===== src/rcsd_pkg.sv =====
// rcsd_pkg: shared types and constants for the RC channel scale/deadband block.
// Used by every module under src/; no dependencies.
package rcsd_pkg;

  localparam int CH_W       = 4;
  localparam int RAW_W      = 11;
  localparam int VAL_W      = 16;
  localparam int PROD_W     = RAW_W + VAL_W;   // |raw diff| * |out span|
  localparam int DIV_STAGES = PROD_W;          // one quotient bit per stage
  localparam int QUEUE_AW   = 5;
  localparam int QUEUE_DEPTH = 1 << QUEUE_AW;
  localparam int CFG_AW     = 5;
  localparam int CFG_DW     = 32;

  // register reset values
  localparam logic [RAW_W-1:0] RAW_MIN_RST          = 11'd172;
  localparam logic [RAW_W-1:0] RAW_MAX_RST          = 11'd1811;
  localparam logic [VAL_W-1:0] OUT_MIN_RST          = 16'd0;
  localparam logic [VAL_W-1:0] OUT_MAX_RST          = 16'd1000;
  localparam logic [VAL_W-1:0] DEADBAND_RST         = 16'd5;
  localparam logic [CH_W-1:0]  SAFETY_CHANNEL_RST   = 4'd7;
  localparam logic [VAL_W-1:0] SAFETY_THRESHOLD_RST = 16'd500;

  typedef enum logic [2:0] {
    REG_RAW_MIN          = 3'd0,
    REG_RAW_MAX          = 3'd1,
    REG_OUT_MIN          = 3'd2,
    REG_OUT_MAX          = 3'd3,
    REG_DEADBAND         = 3'd4,
    REG_SAFETY_CHANNEL   = 3'd5,
    REG_SAFETY_THRESHOLD = 3'd6
  } reg_idx_t;

  typedef struct packed {
    logic [RAW_W-1:0] raw_min;
    logic [RAW_W-1:0] raw_max;
    logic [VAL_W-1:0] out_min;
    logic [VAL_W-1:0] out_max;
    logic [VAL_W-1:0] deadband;
    logic [CH_W-1:0]  safety_channel;
    logic [VAL_W-1:0] safety_threshold;
  } cfg_t;

  // classified item handed from the mapping pipeline to the back end
  typedef struct packed {
    logic [CH_W-1:0]  ch;
    logic             fs;
    logic [VAL_W-1:0] mapped;
  } item_t;

  typedef struct packed {
    logic                room;
    logic                nonempty;
    logic [QUEUE_AW:0]   used;
  } qstat_t;

endpackage


===== src/rcsd_cfg_regs.sv =====
// rcsd_cfg_regs: APB-style register file for the mapping and safety settings.
// Depends on rcsd_pkg.
module rcsd_cfg_regs (
  input  logic                           clk,
  input  logic                           rst_n,
  input  logic                           psel,
  input  logic                           penable,
  input  logic                           pwrite,
  input  logic [rcsd_pkg::CFG_AW-1:0]    paddr,
  input  logic [rcsd_pkg::CFG_DW-1:0]    pwdata,
  output logic [rcsd_pkg::CFG_DW-1:0]    prdata,
  output logic                           pready,
  output rcsd_pkg::cfg_t                 cfg
);

  rcsd_pkg::cfg_t   cfg_r;
  rcsd_pkg::reg_idx_t idx;
  logic             wr_en;

  assign pready = 1'b1;
  assign wr_en  = psel & penable & pwrite & pready;
  assign idx    = rcsd_pkg::reg_idx_t'(paddr[4:2]);
  assign cfg    = cfg_r;

  always_ff @(posedge clk) begin
    if (!rst_n) begin
      cfg_r.raw_min          <= rcsd_pkg::RAW_MIN_RST;
      cfg_r.raw_max          <= rcsd_pkg::RAW_MAX_RST;
      cfg_r.out_min          <= rcsd_pkg::OUT_MIN_RST;
      cfg_r.out_max          <= rcsd_pkg::OUT_MAX_RST;
      cfg_r.deadband         <= rcsd_pkg::DEADBAND_RST;
      cfg_r.safety_channel   <= rcsd_pkg::SAFETY_CHANNEL_RST;
      cfg_r.safety_threshold <= rcsd_pkg::SAFETY_THRESHOLD_RST;
    end else if (wr_en) begin
      case (idx)
        rcsd_pkg::REG_RAW_MIN:          cfg_r.raw_min          <= pwdata[10:0];
        rcsd_pkg::REG_RAW_MAX:          cfg_r.raw_max          <= pwdata[10:0];
        rcsd_pkg::REG_OUT_MIN:          cfg_r.out_min          <= pwdata[15:0];
        rcsd_pkg::REG_OUT_MAX:          cfg_r.out_max          <= pwdata[15:0];
        rcsd_pkg::REG_DEADBAND:         cfg_r.deadband         <= pwdata[15:0];
        rcsd_pkg::REG_SAFETY_CHANNEL:   cfg_r.safety_channel   <= pwdata[3:0];
        rcsd_pkg::REG_SAFETY_THRESHOLD: cfg_r.safety_threshold <= pwdata[15:0];
        default: ;
      endcase
    end
  end

  always_comb begin
    case (idx)
      rcsd_pkg::REG_RAW_MIN:          prdata = 32'(cfg_r.raw_min);
      rcsd_pkg::REG_RAW_MAX:          prdata = 32'(cfg_r.raw_max);
      rcsd_pkg::REG_OUT_MIN:          prdata = 32'(cfg_r.out_min);
      rcsd_pkg::REG_OUT_MAX:          prdata = 32'(cfg_r.out_max);
      rcsd_pkg::REG_DEADBAND:         prdata = 32'(cfg_r.deadband);
      rcsd_pkg::REG_SAFETY_CHANNEL:   prdata = 32'(cfg_r.safety_channel);
      rcsd_pkg::REG_SAFETY_THRESHOLD: prdata = 32'(cfg_r.safety_threshold);
      default:                        prdata = '0;
    endcase
  end

endmodule


===== src/rcsd_front.sv =====
// rcsd_front: linear range map as a free-running pipeline (subtract, multiply,
// one restoring-division stage per quotient bit, offset and saturate).
// Depends on rcsd_pkg.
module rcsd_front (
  input  logic                           clk,
  input  logic                           rst_n,
  input  logic                           in_fire,
  input  logic [rcsd_pkg::CH_W-1:0]      in_channel,
  input  logic [rcsd_pkg::RAW_W-1:0]     in_raw_value,
  input  logic                           in_failsafe,
  input  rcsd_pkg::cfg_t                 cfg,
  output logic                           push,
  output rcsd_pkg::item_t                push_item
);

  localparam int DS  = rcsd_pkg::DIV_STAGES;
  localparam int PW  = rcsd_pkg::PROD_W;
  localparam int RW  = rcsd_pkg::RAW_W;
  localparam int VW  = rcsd_pkg::VAL_W;

  typedef struct packed {
    logic [rcsd_pkg::CH_W-1:0] ch;
    logic                      fs;
    logic                      neg;
    logic [RW-1:0]             rem;
    logic [PW-1:0]             nq;    // numerator bits shift out, quotient bits shift in
  } dstage_t;

  // input stage
  logic                       v0_r;
  logic [rcsd_pkg::CH_W-1:0]  ch0_r;
  logic                       fs0_r;
  logic [RW:0]                diff0_r;

  // division pipeline; entry 0 holds the product
  dstage_t    st_r   [0:DS];
  dstage_t    st_nxt [0:DS];
  logic [DS:0] v_r;

  logic [RW:0]   neg_diff;
  logic [RW-1:0] mag_a;
  logic [VW:0]   dout;
  logic [VW:0]   neg_dout;
  logic [VW-1:0] mag_b;
  logic [RW-1:0] divisor;
  logic          span_pos;

  logic [PW:0]   sq;
  logic [PW+1:0] sum;
  logic [VW-1:0] mapped;

  assign divisor  = cfg.raw_max - cfg.raw_min;
  assign span_pos = cfg.raw_max > cfg.raw_min;

  assign neg_diff = -diff0_r;
  assign mag_a    = diff0_r[RW] ? neg_diff[RW-1:0] : diff0_r[RW-1:0];
  assign dout     = {1'b0, cfg.out_max} - {1'b0, cfg.out_min};
  assign neg_dout = -dout;
  assign mag_b    = dout[VW] ? neg_dout[VW-1:0] : dout[VW-1:0];

  always_comb begin
    logic [RW:0] trial;
    logic [RW:0] red;
    logic        ge;
    st_nxt[0].ch  = ch0_r;
    st_nxt[0].fs  = fs0_r;
    st_nxt[0].neg = diff0_r[RW] ^ dout[VW];
    st_nxt[0].rem = '0;
    st_nxt[0].nq  = {{VW{1'b0}}, mag_a} * {{RW{1'b0}}, mag_b};
    for (int k = 0; k < DS; k++) begin
      trial = {st_r[k].rem, st_r[k].nq[PW-1]};
      ge    = trial >= {1'b0, divisor};
      red   = trial - {1'b0, divisor};
      st_nxt[k+1]     = st_r[k];
      st_nxt[k+1].rem = ge ? red[RW-1:0] : trial[RW-1:0];
      st_nxt[k+1].nq  = {st_r[k].nq[PW-2:0], ge};
    end
  end

  // truncating quotient with sign, plus out_min, clamped to 16 bits; out_min alone when raw_max <= raw_min
  always_comb begin
    sq  = st_r[DS].neg ? -{1'b0, st_r[DS].nq} : {1'b0, st_r[DS].nq};
    sum = {sq[PW], sq} + (PW+2)'(cfg.out_min);
    if (!span_pos) begin
      mapped = cfg.out_min;
    end else if (sum[PW+1]) begin
      mapped = '0;
    end else if (sum[PW:VW] != '0) begin
      mapped = '1;
    end else begin
      mapped = sum[VW-1:0];
    end
  end

  assign push             = v_r[DS];
  assign push_item.ch     = st_r[DS].ch;
  assign push_item.fs     = st_r[DS].fs;
  assign push_item.mapped = mapped;

  always_ff @(posedge clk) begin
    if (!rst_n) begin
      v0_r <= 1'b0;
      v_r  <= '0;
    end else begin
      v0_r <= in_fire;
      v_r  <= {v_r[DS-1:0], v0_r};
    end
  end

  always_ff @(posedge clk) begin
    ch0_r   <= in_channel;
    fs0_r   <= in_failsafe;
    diff0_r <= {1'b0, in_raw_value} - {1'b0, cfg.raw_min};
    for (int k = 0; k <= DS; k++) begin
      st_r[k] <= st_nxt[k];
    end
  end

endmodule


===== src/rcsd_queue.sv =====
// rcsd_queue: item queue between the mapping pipeline and the back end, with a
// credit count that covers items still in the pipeline. Depends on rcsd_pkg.
module rcsd_queue (
  input  logic              clk,
  input  logic              rst_n,
  input  logic              reserve,
  input  logic              push,
  input  rcsd_pkg::item_t   push_item,
  input  logic              pop,
  output rcsd_pkg::item_t   head,
  output rcsd_pkg::qstat_t  stat
);

  localparam int AW = rcsd_pkg::QUEUE_AW;
  localparam int DEPTH = rcsd_pkg::QUEUE_DEPTH;

  rcsd_pkg::item_t mem_r [0:DEPTH-1];
  rcsd_pkg::item_t head_r;
  logic [AW-1:0]   wr_ptr_r, wr_ptr_nxt;
  logic [AW-1:0]   rd_ptr_r, rd_ptr_nxt;
  logic [AW:0]     cnt_r, cnt_nxt;
  logic [AW:0]     used_r, used_nxt;

  assign head          = head_r;
  assign stat.room     = used_r < (AW+1)'(DEPTH);
  assign stat.nonempty = cnt_r != '0;
  assign stat.used     = used_r;

  always_comb begin
    wr_ptr_nxt = push ? wr_ptr_r + 1'b1 : wr_ptr_r;
    rd_ptr_nxt = pop  ? rd_ptr_r + 1'b1 : rd_ptr_r;
    cnt_nxt    = cnt_r + (AW+1)'(push) - (AW+1)'(pop);
    // credits: taken at accept, returned when the back end takes the item
    used_nxt   = used_r + (AW+1)'(reserve) - (AW+1)'(pop);
  end

  always_ff @(posedge clk) begin
    if (!rst_n) begin
      wr_ptr_r <= '0;
      rd_ptr_r <= '0;
      cnt_r    <= '0;
      used_r   <= '0;
    end else begin
      wr_ptr_r <= wr_ptr_nxt;
      rd_ptr_r <= rd_ptr_nxt;
      cnt_r    <= cnt_nxt;
      used_r   <= used_nxt;
    end
  end

  always_ff @(posedge clk) begin
    if (push) begin
      mem_r[wr_ptr_r] <= push_item;
    end
    // an entry written this cycle that becomes the head is forwarded
    if (push && wr_ptr_r == rd_ptr_nxt) begin
      head_r <= push_item;
    end else begin
      head_r <= mem_r[rd_ptr_nxt];
    end
  end

endmodule


===== src/rcsd_back.sv =====
// rcsd_back: per-channel store, deadband hold, safety flag and output register.
// Depends on rcsd_pkg.
module rcsd_back #(
  parameter int NUM_CHANNELS = 16
) (
  input  logic                          clk,
  input  logic                          rst_n,
  input  rcsd_pkg::cfg_t                cfg,
  input  rcsd_pkg::item_t               head,
  input  logic                          nonempty,
  output logic                          pop,
  output logic                          out_valid,
  input  logic                          out_ready,
  output logic [rcsd_pkg::CH_W-1:0]     out_channel_out,
  output logic [rcsd_pkg::VAL_W-1:0]    out_value,
  output logic                          out_held,
  output logic                          out_safety_off
);

  localparam int IDXW = (NUM_CHANNELS > 1) ? $clog2(NUM_CHANNELS) : 1;
  localparam int VW   = rcsd_pkg::VAL_W;

  logic [VW-1:0]   store_r [0:NUM_CHANNELS-1];
  logic            safety_r, safety_nxt;
  logic            out_valid_r, out_valid_nxt;
  logic [rcsd_pkg::CH_W-1:0] ch_r;
  logic [VW-1:0]   value_r, value_nxt;
  logic            held_r, held_nxt;

  logic [IDXW-1:0] idx;
  logic            in_range;
  logic [VW-1:0]   prev;
  logic signed [VW+1:0] m, p, d;

  assign pop      = nonempty && (!out_valid_r || out_ready);
  assign idx      = IDXW'(head.ch);
  assign in_range = 32'(head.ch) < 32'(NUM_CHANNELS);
  assign prev     = store_r[idx];

  assign m = (VW+2)'(head.mapped);
  assign p = (VW+2)'(prev);
  assign d = (VW+2)'(cfg.deadband);

  always_comb begin
    value_nxt  = '0;
    held_nxt   = 1'b0;
    safety_nxt = safety_r;
    if (in_range) begin
      if (!head.fs) begin
        // inside the open band around the stored value: keep it
        if (m < p + d && m > p - d) begin
          value_nxt = prev;
          held_nxt  = 1'b1;
        end else begin
          value_nxt = head.mapped;
        end
      end
      if (head.ch == cfg.safety_channel) begin
        safety_nxt = value_nxt > cfg.safety_threshold;
      end
    end
  end

  always_comb begin
    out_valid_nxt = out_valid_r;
    if (pop) begin
      out_valid_nxt = 1'b1;
    end else if (out_ready) begin
      out_valid_nxt = 1'b0;
    end
  end

  always_ff @(posedge clk) begin
    if (!rst_n) begin
      out_valid_r <= 1'b0;
      safety_r    <= 1'b0;
      for (int i = 0; i < NUM_CHANNELS; i++) begin
        store_r[i] <= '0;
      end
    end else begin
      out_valid_r <= out_valid_nxt;
      if (pop) begin
        safety_r <= safety_nxt;
        if (in_range) begin
          store_r[idx] <= value_nxt;
        end
      end
    end
  end

  always_ff @(posedge clk) begin
    if (pop) begin
      ch_r    <= head.ch;
      value_r <= value_nxt;
      held_r  <= held_nxt;
    end
  end

  assign out_valid       = out_valid_r;
  assign out_channel_out = ch_r;
  assign out_value       = value_r;
  assign out_held        = held_r;
  assign out_safety_off  = safety_r;

endmodule


===== src/rc_channel_scale_deadband_core.sv =====
// rc_channel_scale_deadband_core: top level of the RC channel conditioner.
// Depends on rcsd_pkg, rcsd_cfg_regs, rcsd_front, rcsd_queue, rcsd_back.
//
// Usage:
//   Input channel (in_valid/in_ready): one channel sample per transaction,
//   channel number, 11-bit raw value and failsafe flag.
//   Output channel (out_valid/out_ready): one result per sample, in order:
//   channel, conditioned 16-bit value, deadband-held flag, safety flag.
//   APB-style port (psel..pready): seven 32-bit registers at 4*index,
//   written in the access cycle, pready tied high; write only while idle.
// Path: an accepted sample passes through the 29-stage mapping pipeline
//   (difference, product, one division stage per quotient bit, offset/clamp
//   at its end), then the queue and the output register before out_valid.
// Throughput: one sample per cycle while in_ready is high; the pipeline never
//   stalls; a 32-entry credit-tracked queue holds finished items for the back end.
// Receiver stall: results wait in the output register and queue; in_ready
//   drops once 32 samples are in flight or waiting.
// Reset: rst_n synchronous, active low; clears registers to their defaults,
//   the per-channel store and the safety flag to zero, and empties the queue.
module rc_channel_scale_deadband_core #(
  parameter int NUM_CHANNELS = 16
) (
  input  logic                           clk,
  input  logic                           rst_n,
  input  logic                           in_valid,
  output logic                           in_ready,
  input  logic [rcsd_pkg::CH_W-1:0]      in_channel,
  input  logic [rcsd_pkg::RAW_W-1:0]     in_raw_value,
  input  logic                           in_failsafe,
  output logic                           out_valid,
  input  logic                           out_ready,
  output logic [rcsd_pkg::CH_W-1:0]      out_channel_out,
  output logic [rcsd_pkg::VAL_W-1:0]     out_value,
  output logic                           out_held,
  output logic                           out_safety_off,
  input  logic                           psel,
  input  logic                           penable,
  input  logic                           pwrite,
  input  logic [rcsd_pkg::CFG_AW-1:0]    paddr,
  input  logic [rcsd_pkg::CFG_DW-1:0]    pwdata,
  output logic [rcsd_pkg::CFG_DW-1:0]    prdata,
  output logic                           pready
);

  rcsd_pkg::cfg_t   cfg;
  rcsd_pkg::item_t  push_item;
  rcsd_pkg::item_t  head;
  rcsd_pkg::qstat_t stat;
  logic             in_fire;
  logic             push;
  logic             pop;

  assign in_ready = stat.room;
  assign in_fire  = in_valid & in_ready;

  rcsd_cfg_regs u_cfg (
    .clk     (clk),
    .rst_n   (rst_n),
    .psel    (psel),
    .penable (penable),
    .pwrite  (pwrite),
    .paddr   (paddr),
    .pwdata  (pwdata),
    .prdata  (prdata),
    .pready  (pready),
    .cfg     (cfg)
  );

  rcsd_front u_front (
    .clk          (clk),
    .rst_n        (rst_n),
    .in_fire      (in_fire),
    .in_channel   (in_channel),
    .in_raw_value (in_raw_value),
    .in_failsafe  (in_failsafe),
    .cfg          (cfg),
    .push         (push),
    .push_item    (push_item)
  );

  rcsd_queue u_queue (
    .clk       (clk),
    .rst_n     (rst_n),
    .reserve   (in_fire),
    .push      (push),
    .push_item (push_item),
    .pop       (pop),
    .head      (head),
    .stat      (stat)
  );

  rcsd_back #(
    .NUM_CHANNELS (NUM_CHANNELS)
  ) u_back (
    .clk             (clk),
    .rst_n           (rst_n),
    .cfg             (cfg),
    .head            (head),
    .nonempty        (stat.nonempty),
    .pop             (pop),
    .out_valid       (out_valid),
    .out_ready       (out_ready),
    .out_channel_out (out_channel_out),
    .out_value       (out_value),
    .out_held        (out_held),
    .out_safety_off  (out_safety_off)
  );

  // credits never exceed the queue depth
  a_credit_bound: assert property (@(posedge clk) disable iff (!rst_n)
    stat.used <= (rcsd_pkg::QUEUE_AW+1)'(rcsd_pkg::QUEUE_DEPTH))
    else $error("credit count above queue depth");

  // an accepted transaction with no pop takes exactly one credit
  a_credit_take: assert property (@(posedge clk) disable iff (!rst_n)
    (in_fire && !pop) |=> stat.used == $past(stat.used) + 1'b1)
    else $error("credit not taken on accept");

  // an item leaving the pipeline must hold a credit
  a_push_credit: assert property (@(posedge clk) disable iff (!rst_n)
    push |-> stat.used != '0)
    else $error("pipeline item without credit");

endmodule


===== config.mk =====
export PLATFORM = sky130hd
export DESIGN_NAME = rc_channel_scale_deadband_core
export DESIGN_NICKNAME = d
export VERILOG_FILES = /design/src/rcsd_pkg.sv /design/src/rcsd_cfg_regs.sv /design/src/rcsd_front.sv /design/src/rcsd_queue.sv /design/src/rcsd_back.sv /design/src/rc_channel_scale_deadband_core.sv
export SDC_FILE = /design/constraint.sdc
export NUM_CORES = 2
export LEC_CHECK = 0
export BUFFER_PORTS_ARGS = -buffer_cell sky130_fd_sc_hd__buf_4
export CAP_MARGIN = 25
export CORE_MARGIN = 5
export CORE_UTILIZATION = 65
export DETAILED_ROUTE_END_ITERATION = 12
export PLACE_DENSITY = 0.82
export SYNTH_ARGS = -nofsm -noshare
export SYNTH_HDL_FRONTEND = slang
export SYNTH_SLANG_ARGS = --single-unit
export TNS_END_PERCENT = 10

===== constraint.sdc =====
create_clock -name clk -period 17.75 [get_ports clk]
set_input_delay 3.55 -clock clk [delete_from_list [all_inputs] [get_ports clk]]
set_output_delay 3.55 -clock clk [all_outputs]
set_load 0.02 [all_outputs]

; ---- Word-level counts from Yosys, hierarchy flattened
; Memories as Yosys holds them, arrays and structs flattened. A register that Yosys moved wholly into a read port is not among the register bits.
; Index checks and enable logic that the tools add are counted.
; Widths: inputs -> output; s select.
[word_totals]
ff_bits = 181
mem_bits_rw = 2160
out_inout_bits = 57
elab_cells = 176
mem_count = 3
[op_classes]
add_sub_neg = 42
n_mul = 1
order_cmp = 32
eq_ne = 7
mux = 49
bitwise = 4
n_reduce_logical = 17
[memory_table]
columns = name, depth, word_bits, rd, rd_clocked_by_memory_dff, wr, line
row1 = u_front.st_r, 28, 44, 28, 0, 28, rcsd_front.sv:36  ; dstage_t st_r [0:DS];
row2 = u_queue.mem_r, 32, 21, 1, 1, 1, rcsd_queue.sv:17  ; rcsd_pkg::item_t mem_r [0:DEPTH-1];
row3 = u_back.store_r, 16, 16, 1, 0, 16, rcsd_back.sv:23  ; logic [VW-1:0] store_r [0:NUM_CHANNELS-1];
[op_table]
columns = operator, count
row1 = $ge 12x11->1, 27
row2 = $mux 11, 28
row3 = $sub 11x11->11, 28
row4 = $mux 16, 7
row5 = $pmux 16 s7, 1
row6 = $sub 16x16->17, 2
row7 = $add 28x17->29, 1
row8 = $mux 28, 1
row9 = $neg 27->28, 1
row10 = $mul 11x16->27, 1
row11 = $gt 17x18->1, 1
row12 = $lt 17x18->1, 1
row13 = $add 16x16->17, 1
row14 = $gt 16x16->1, 1
row15 = $neg 16->16, 1
row16 = $reduce_and 2->1, 8
row17 = $reduce_or 16->1, 1
row18 = $add 6x1->6, 2
row19 = $reduce_bool 12->1, 1
row20 = $sub 11x11->12, 1
row21 = $sub 6x1->6, 2
row22 = $gt 11x11->1, 1
row23 = $neg 11->11, 1
row24 = $add 5x1->5 const B, 2
row25 = 16 further kinds, 31

; ---- Depth between registers and ports, before layout
[depth]
ltp_word = 8
depth_mapped = 48
depth_no_buf = 42

; ---- Hierarchy
; From an unflattened synthesis, not the netlist that was laid out.
[hier_totals]
hier_cells = 8111
area_unflattened_um2 = 99885.8
[by_module_without_submodules]
columns = mod, n_inst, cells_each, area_per_inst_um2, seq_area_each_um2
row1 = rcsd_front, 1, 4542, 49795.3, 25144.1
row2 = rcsd_queue, 1, 1384, 27048.4, 20719.9
row3 = rcsd_back, 1, 1744, 18700.4, 8358.0
row4 = rcsd_cfg_regs, 1, 440, 4335.4, 1801.7
row5 = rc_channel_scale_deadband_core, 1, 1, 6.3, 0.0

; ---- Worst setup path after synthesis
; Ideal clock, no wire load.
[synth_path]
path_type = input-to-output
from = input port paddr[3] in the netlist's numbering
to = output port prdata[10] in the netlist's numbering
arrival_time_ns = 5.103
t_required_ns = 14.200
slack_ns = 9.097
stages = 5
n_path_buf = 3
path_cell_list = buf_1 clkbuf_1 clkbuf_1 mux2i_1 o22ai_1
[synth_via]
elab_chain_cells = 2
elab_cells_between_ends = 8
classes_between = 6 x eq/ne / 1 x mux / 1 x reduce/logical
[synth_rtl]
columns = element, line
row1 = "start, declared", rc_channel_scale_deadband_core.sv:39  ; input logic [rcsd_pkg::CFG_AW-1:0] paddr,
row2 = $eq 3x3->1 (tied with other cells), rcsd_cfg_regs.sv:49  ; case (idx)
row3 = $pmux 16 s7 (*), rcsd_cfg_regs.sv:49
row4 = "end, declared", rc_channel_scale_deadband_core.sv:41  ; output logic [rcsd_pkg::CFG_DW-1:0] prdata,
; Every way passes the cells marked *; elsewhere a longest branch is shown, timed or not.

==> out/metrics.yaml <==
cp_data_required_time_ns: 18.46
clkTransAtPathRegs_ns: 0.07
pin_count_of_the_biggest_net_entering_global_routing: 122
post_synth_xor_area_fraction_pct: 2.886
synth_flop_cell: "sky130_fd_sc_hd__dfxtp_1"
dieWidth_um: 394.7
synth-adder-area-share_pct: 9.895
die_y_um: 394.7
synth.yosys.warnings: 0
worstMarginPinSlew_ns: 1.166
grt_setup_unrepaired: "false"
muxShareOfSynthArea_pct: 9.280
clock_tree.root_cell: "sky130_fd_sc_hd__clkbuf_16"
routed_via_density: 6.258
hold_path.class: "flop to flop"
portBuffers: 81
total_die_area_sq_um: 155800
drv.max_cap_violation_count: 0
post_cts_hold_buffer_count: 0
clock-sinks: 2324
ys_ff_latch: 2324
worstPathMaxFanout: 59
gp_congestion: 0.9307
worst_path_max_delay_cell: "sky130_fd_sc_hd__dfxtp_4"
drt-wirelength-per-cell_um: 24.70
numCtsBuffers: 211
initial_core_util_pct: 65.23
synth_edf_count: 949
finalWorstPathRequiredPeriod_ns: 12.90
timing.critical_path.slowest_cell_delay_ns: 1.04
io_count: 117
synth.cells.most_frequent: "sky130_fd_sc_hd__dfxtp_1 (1,375), sky130_fd_sc_hd__edfxtp_1 (949), sky130_fd_sc_hd__nand2_1 (615)"
postSynth.asyncResetShare_pct: 0
worstPathArrival_ns: 13.61
post_synth_inst_count: 7578
mappedNetlistArea_sq_um: 96200
placement_rows: 141
total_power_mw: 21.78
postRouteWirelength_um: 243700
grt_util_all_layers_pct: 31.01
share_of_synthesized_area_occupied_by_flip_flops_and_latches_pct: 58.23
clock_latency_of_the_later_clocked_register_in_the_worst_skew_pair_ns: 0.89
maxClockFrequency_mhz: 77.54
largest_family_of_logic_cells_by_synthesized_area: "adder cells"
timing.final.hold_violations: 0
drive_above_1_share_pct: 13.11
outcome: "complete, no violations"
synthToLayoutAreaGrowth_pct: 11.22
tritoncts: "built"
final_max_slew_viols: 0
critical_path.endpoint_type: "flop"
fin_skew_ns: 0.09050
max-clock-path-buffers: 3
detail_route.drc_violations: 0
grt_first_pass_wirelength_um: 370400
top_cells_by_area_in_the_synthesized_netlist: "sky130_fd_sc_hd__edfxtp_1 (30%), sky130_fd_sc_hd__dfxtp_1 (29%), sky130_fd_sc_hd__ha_1 (6.6%)"
cts_resized: 0
antenna_found_initial: 10
place_hpwl_um: 149300
design.final.nets: 8474
placeable_core_area_sq_um: 147500
cts.repair_timing.setup_buffer_count: 0
finalCritPeriodShare_pct: 72.66
drtIter0Drc: 6889
grt_remaining_overflow: 0
hold_slack_ns: 0.2731
peakVddDrop_v: 0.0004287
htreeDepth: 4
synth.avg_cell_area_sq_um: 12.70
path_class: "flop to flop"
synth_simple_gate_area_share_pct: 8.681
cp-start-kind: "flop"
drt_pass1_iterations: 6
netlist.area_leader.share_pct: 29.62
number_of_setup_violations_in_the_final_report: 0
power.density_cell_area_nw_per_um2: 203.6
yosys.cell_count.top_type: "sky130_fd_sc_hd__dfxtp_1"
path_common_cell: "sky130_fd_sc_hd__nor2_1"
ys_types: 94
grt_pass1_vias: 62520
relSlewSlack_pct: 21.82
fin_setup_tns_ns: 0
antenna_left: 0
power.static_leakage_nw: 42.53
netlist.top_cell.by_area: "sky130_fd_sc_hd__edfxtp_1"
vias: 61730
synth-compound-area-share_pct: 7.647
worst paths after layout:
kind	startpoint	end	slack [ns]	cells past startpoint
worst max-delay path	flop	u_back.out_safety_off	4.85	42
worst min register to register	u_front.st_r[0][50]	u_front.st_r[0][95]	0.27	0
worst min-delay path	u_front.st_r[0][50]	u_front.st_r[0][95]	0.27	0
worst max register to register	flop	u_back.out_safety_off	4.85	42
placed cells by master (no fill, tap or decap), types with 30 or more instances in the layout:
| master | netlist | layout |
|---|---|---|
| sky130_fd_sc_hd__o21bai_1 | 103 | 103 |
| sky130_fd_sc_hd__mux2i_1 | 242 | 241 |
| sky130_fd_sc_hd__mux4_2 | 215 | 215 |
| sky130_fd_sc_hd__nor2_1 | 487 | 468 |
| sky130_fd_sc_hd__nor3_1 | 91 | 79 |
| sky130_fd_sc_hd__a21o_1 | 82 | 82 |
| sky130_fd_sc_hd__o31ai_1 | 41 | 41 |
| sky130_fd_sc_hd__ha_1 | 508 | 508 |
| sky130_fd_sc_hd__or3_1 | 48 | 48 |
| sky130_fd_sc_hd__and3_1 | 32 | 32 |
| sky130_fd_sc_hd__mux2_2 | 95 | 95 |
| sky130_fd_sc_hd__fa_1 | 158 | 158 |
| sky130_fd_sc_hd__nand2_1 | 615 | 615 |
| sky130_fd_sc_hd__nand2b_1 | 70 | 70 |
| sky130_fd_sc_hd__buf_4 | 26 | 180 |
| sky130_fd_sc_hd__nand3_1 | 101 | 101 |
| sky130_fd_sc_hd__clkbuf_1 | 157 | 33 |
| sky130_fd_sc_hd__inv_1 | 484 | 483 |
| sky130_fd_sc_hd__dfxtp_1 | 1375 | 1371 |
| sky130_fd_sc_hd__clkbuf_16 | 0 | 213 |
| sky130_fd_sc_hd__a31oi_1 | 35 | 35 |
| sky130_fd_sc_hd__a211oi_1 | 36 | 36 |
| sky130_fd_sc_hd__a21oi_1 | 233 | 233 |
| sky130_fd_sc_hd__and2_1 | 92 | 92 |
| sky130_fd_sc_hd__xor2_1 | 69 | 66 |
| sky130_fd_sc_hd__a21boi_0 | 96 | 96 |
| sky130_fd_sc_hd__nand4_1 | 82 | 82 |
| sky130_fd_sc_hd__xnor2_1 | 248 | 243 |
| sky130_fd_sc_hd__nor2_2 | 30 | 30 |
| sky130_fd_sc_hd__o21ai_0 | 310 | 294 |
| sky130_fd_sc_hd__edfxtp_1 | 949 | 949 |
| sky130_fd_sc_hd__nor2b_1 | 82 | 81 |
| sky130_fd_sc_hd__clkinv_2 | 0 | 42 |
metal layers:
layer | share of wire [%] | global-route usage, %
met1 | 37 | 39.36
met5 | 0.11 | 1.047
met3 | 11 | 8.261
met4 | 5.0 | 14.11
met2 | 47 | 50.17
worst max-delay path: cells and delay by family (launching register included):
kind                     cells  cell delay, ns
AO/OA/AOI/OAI               16            4.15
multiplexers                 5            2.41
buffers and inverters        5            2.13
AND/OR/NAND/NOR             11            1.50
adder cells (fa/ha/maj)      4            1.26
flip-flops                   1            1.04
XOR/XNOR                     1            0.13
area by class of cell:
| class | instances | area (sq um) |
|---|---|---|
| Sequential cell | 2324 | 56030 |
| Fill cell | 9115 | 40490 |
| Multi-Input combinational cell | 4517 | 37510 |
| Clock buffer | 273 | 5826 |
| Tap cell | 1930 | 2415 |
| Inverter | 488 | 1832 |
| Timing Repair Buffer | 206 | 1792 |
| Clock inverter | 124 | 1577 |
| Antenna cell | 2 | 5.005 |
cells by family (layout without fill, tap and decap cells):
group,after synthesis,count (layout)
other,2,19
xor gates and xnor gates,317,317
DFF,2324,2324
AOI/OAI and AO/OA,1137,1137
adders and majority gates,666,666
buffers and inverters,752,1091
and+or+nand+nor,1795,1795
muxes,585,585
where the power goes:
| group | total (mW) | switching, mW | internal, mW |
|---|---|---|---|
| registers | 7.05 | 0.430 | 6.62 |
| clock network | 4.74 | 2.08 | 2.66 |
| logic | 10.0 | 6.15 | 3.86 |
| total | 21.8 | 8.65 | 13.1 |
registers in the layout, indices dropped and copies added (netlist names), named ones only:
name and flops:
u_queue.used_r 6, u_front.st_r 1210, u_front.diff0_r 12, u_cfg.cfg 90
u_back.out_safety_off 1, u_back.out_held 1, u_queue.wr_ptr_r 5, u_back.out_value 16
u_front.v0_r 1, u_front.v_r 28, u_front.fs0_r 1, u_queue.cnt_r 6
u_back.out_valid 1, u_queue.rd_ptr_r 5, u_back.store_r 256, u_front.ch0_r 4
u_back.out_channel_out 4, u_queue.mem_r 672
stage by stage:
step           worst slack [ns]  instances  util, %  area, sq um
2_1_floorplan             9.097       7593        -        96260
3_3_place_gp              5.343       9430    67.19        99100
3_5_place_dp              5.181       9444    67.33        99300
4_1_cts                   4.960       9841    72.35       106700
5_1_grt                   4.105       9862    72.54       107000
6_report                  4.853       9864    72.54       107000
Power figures use the tool's default switching activity.
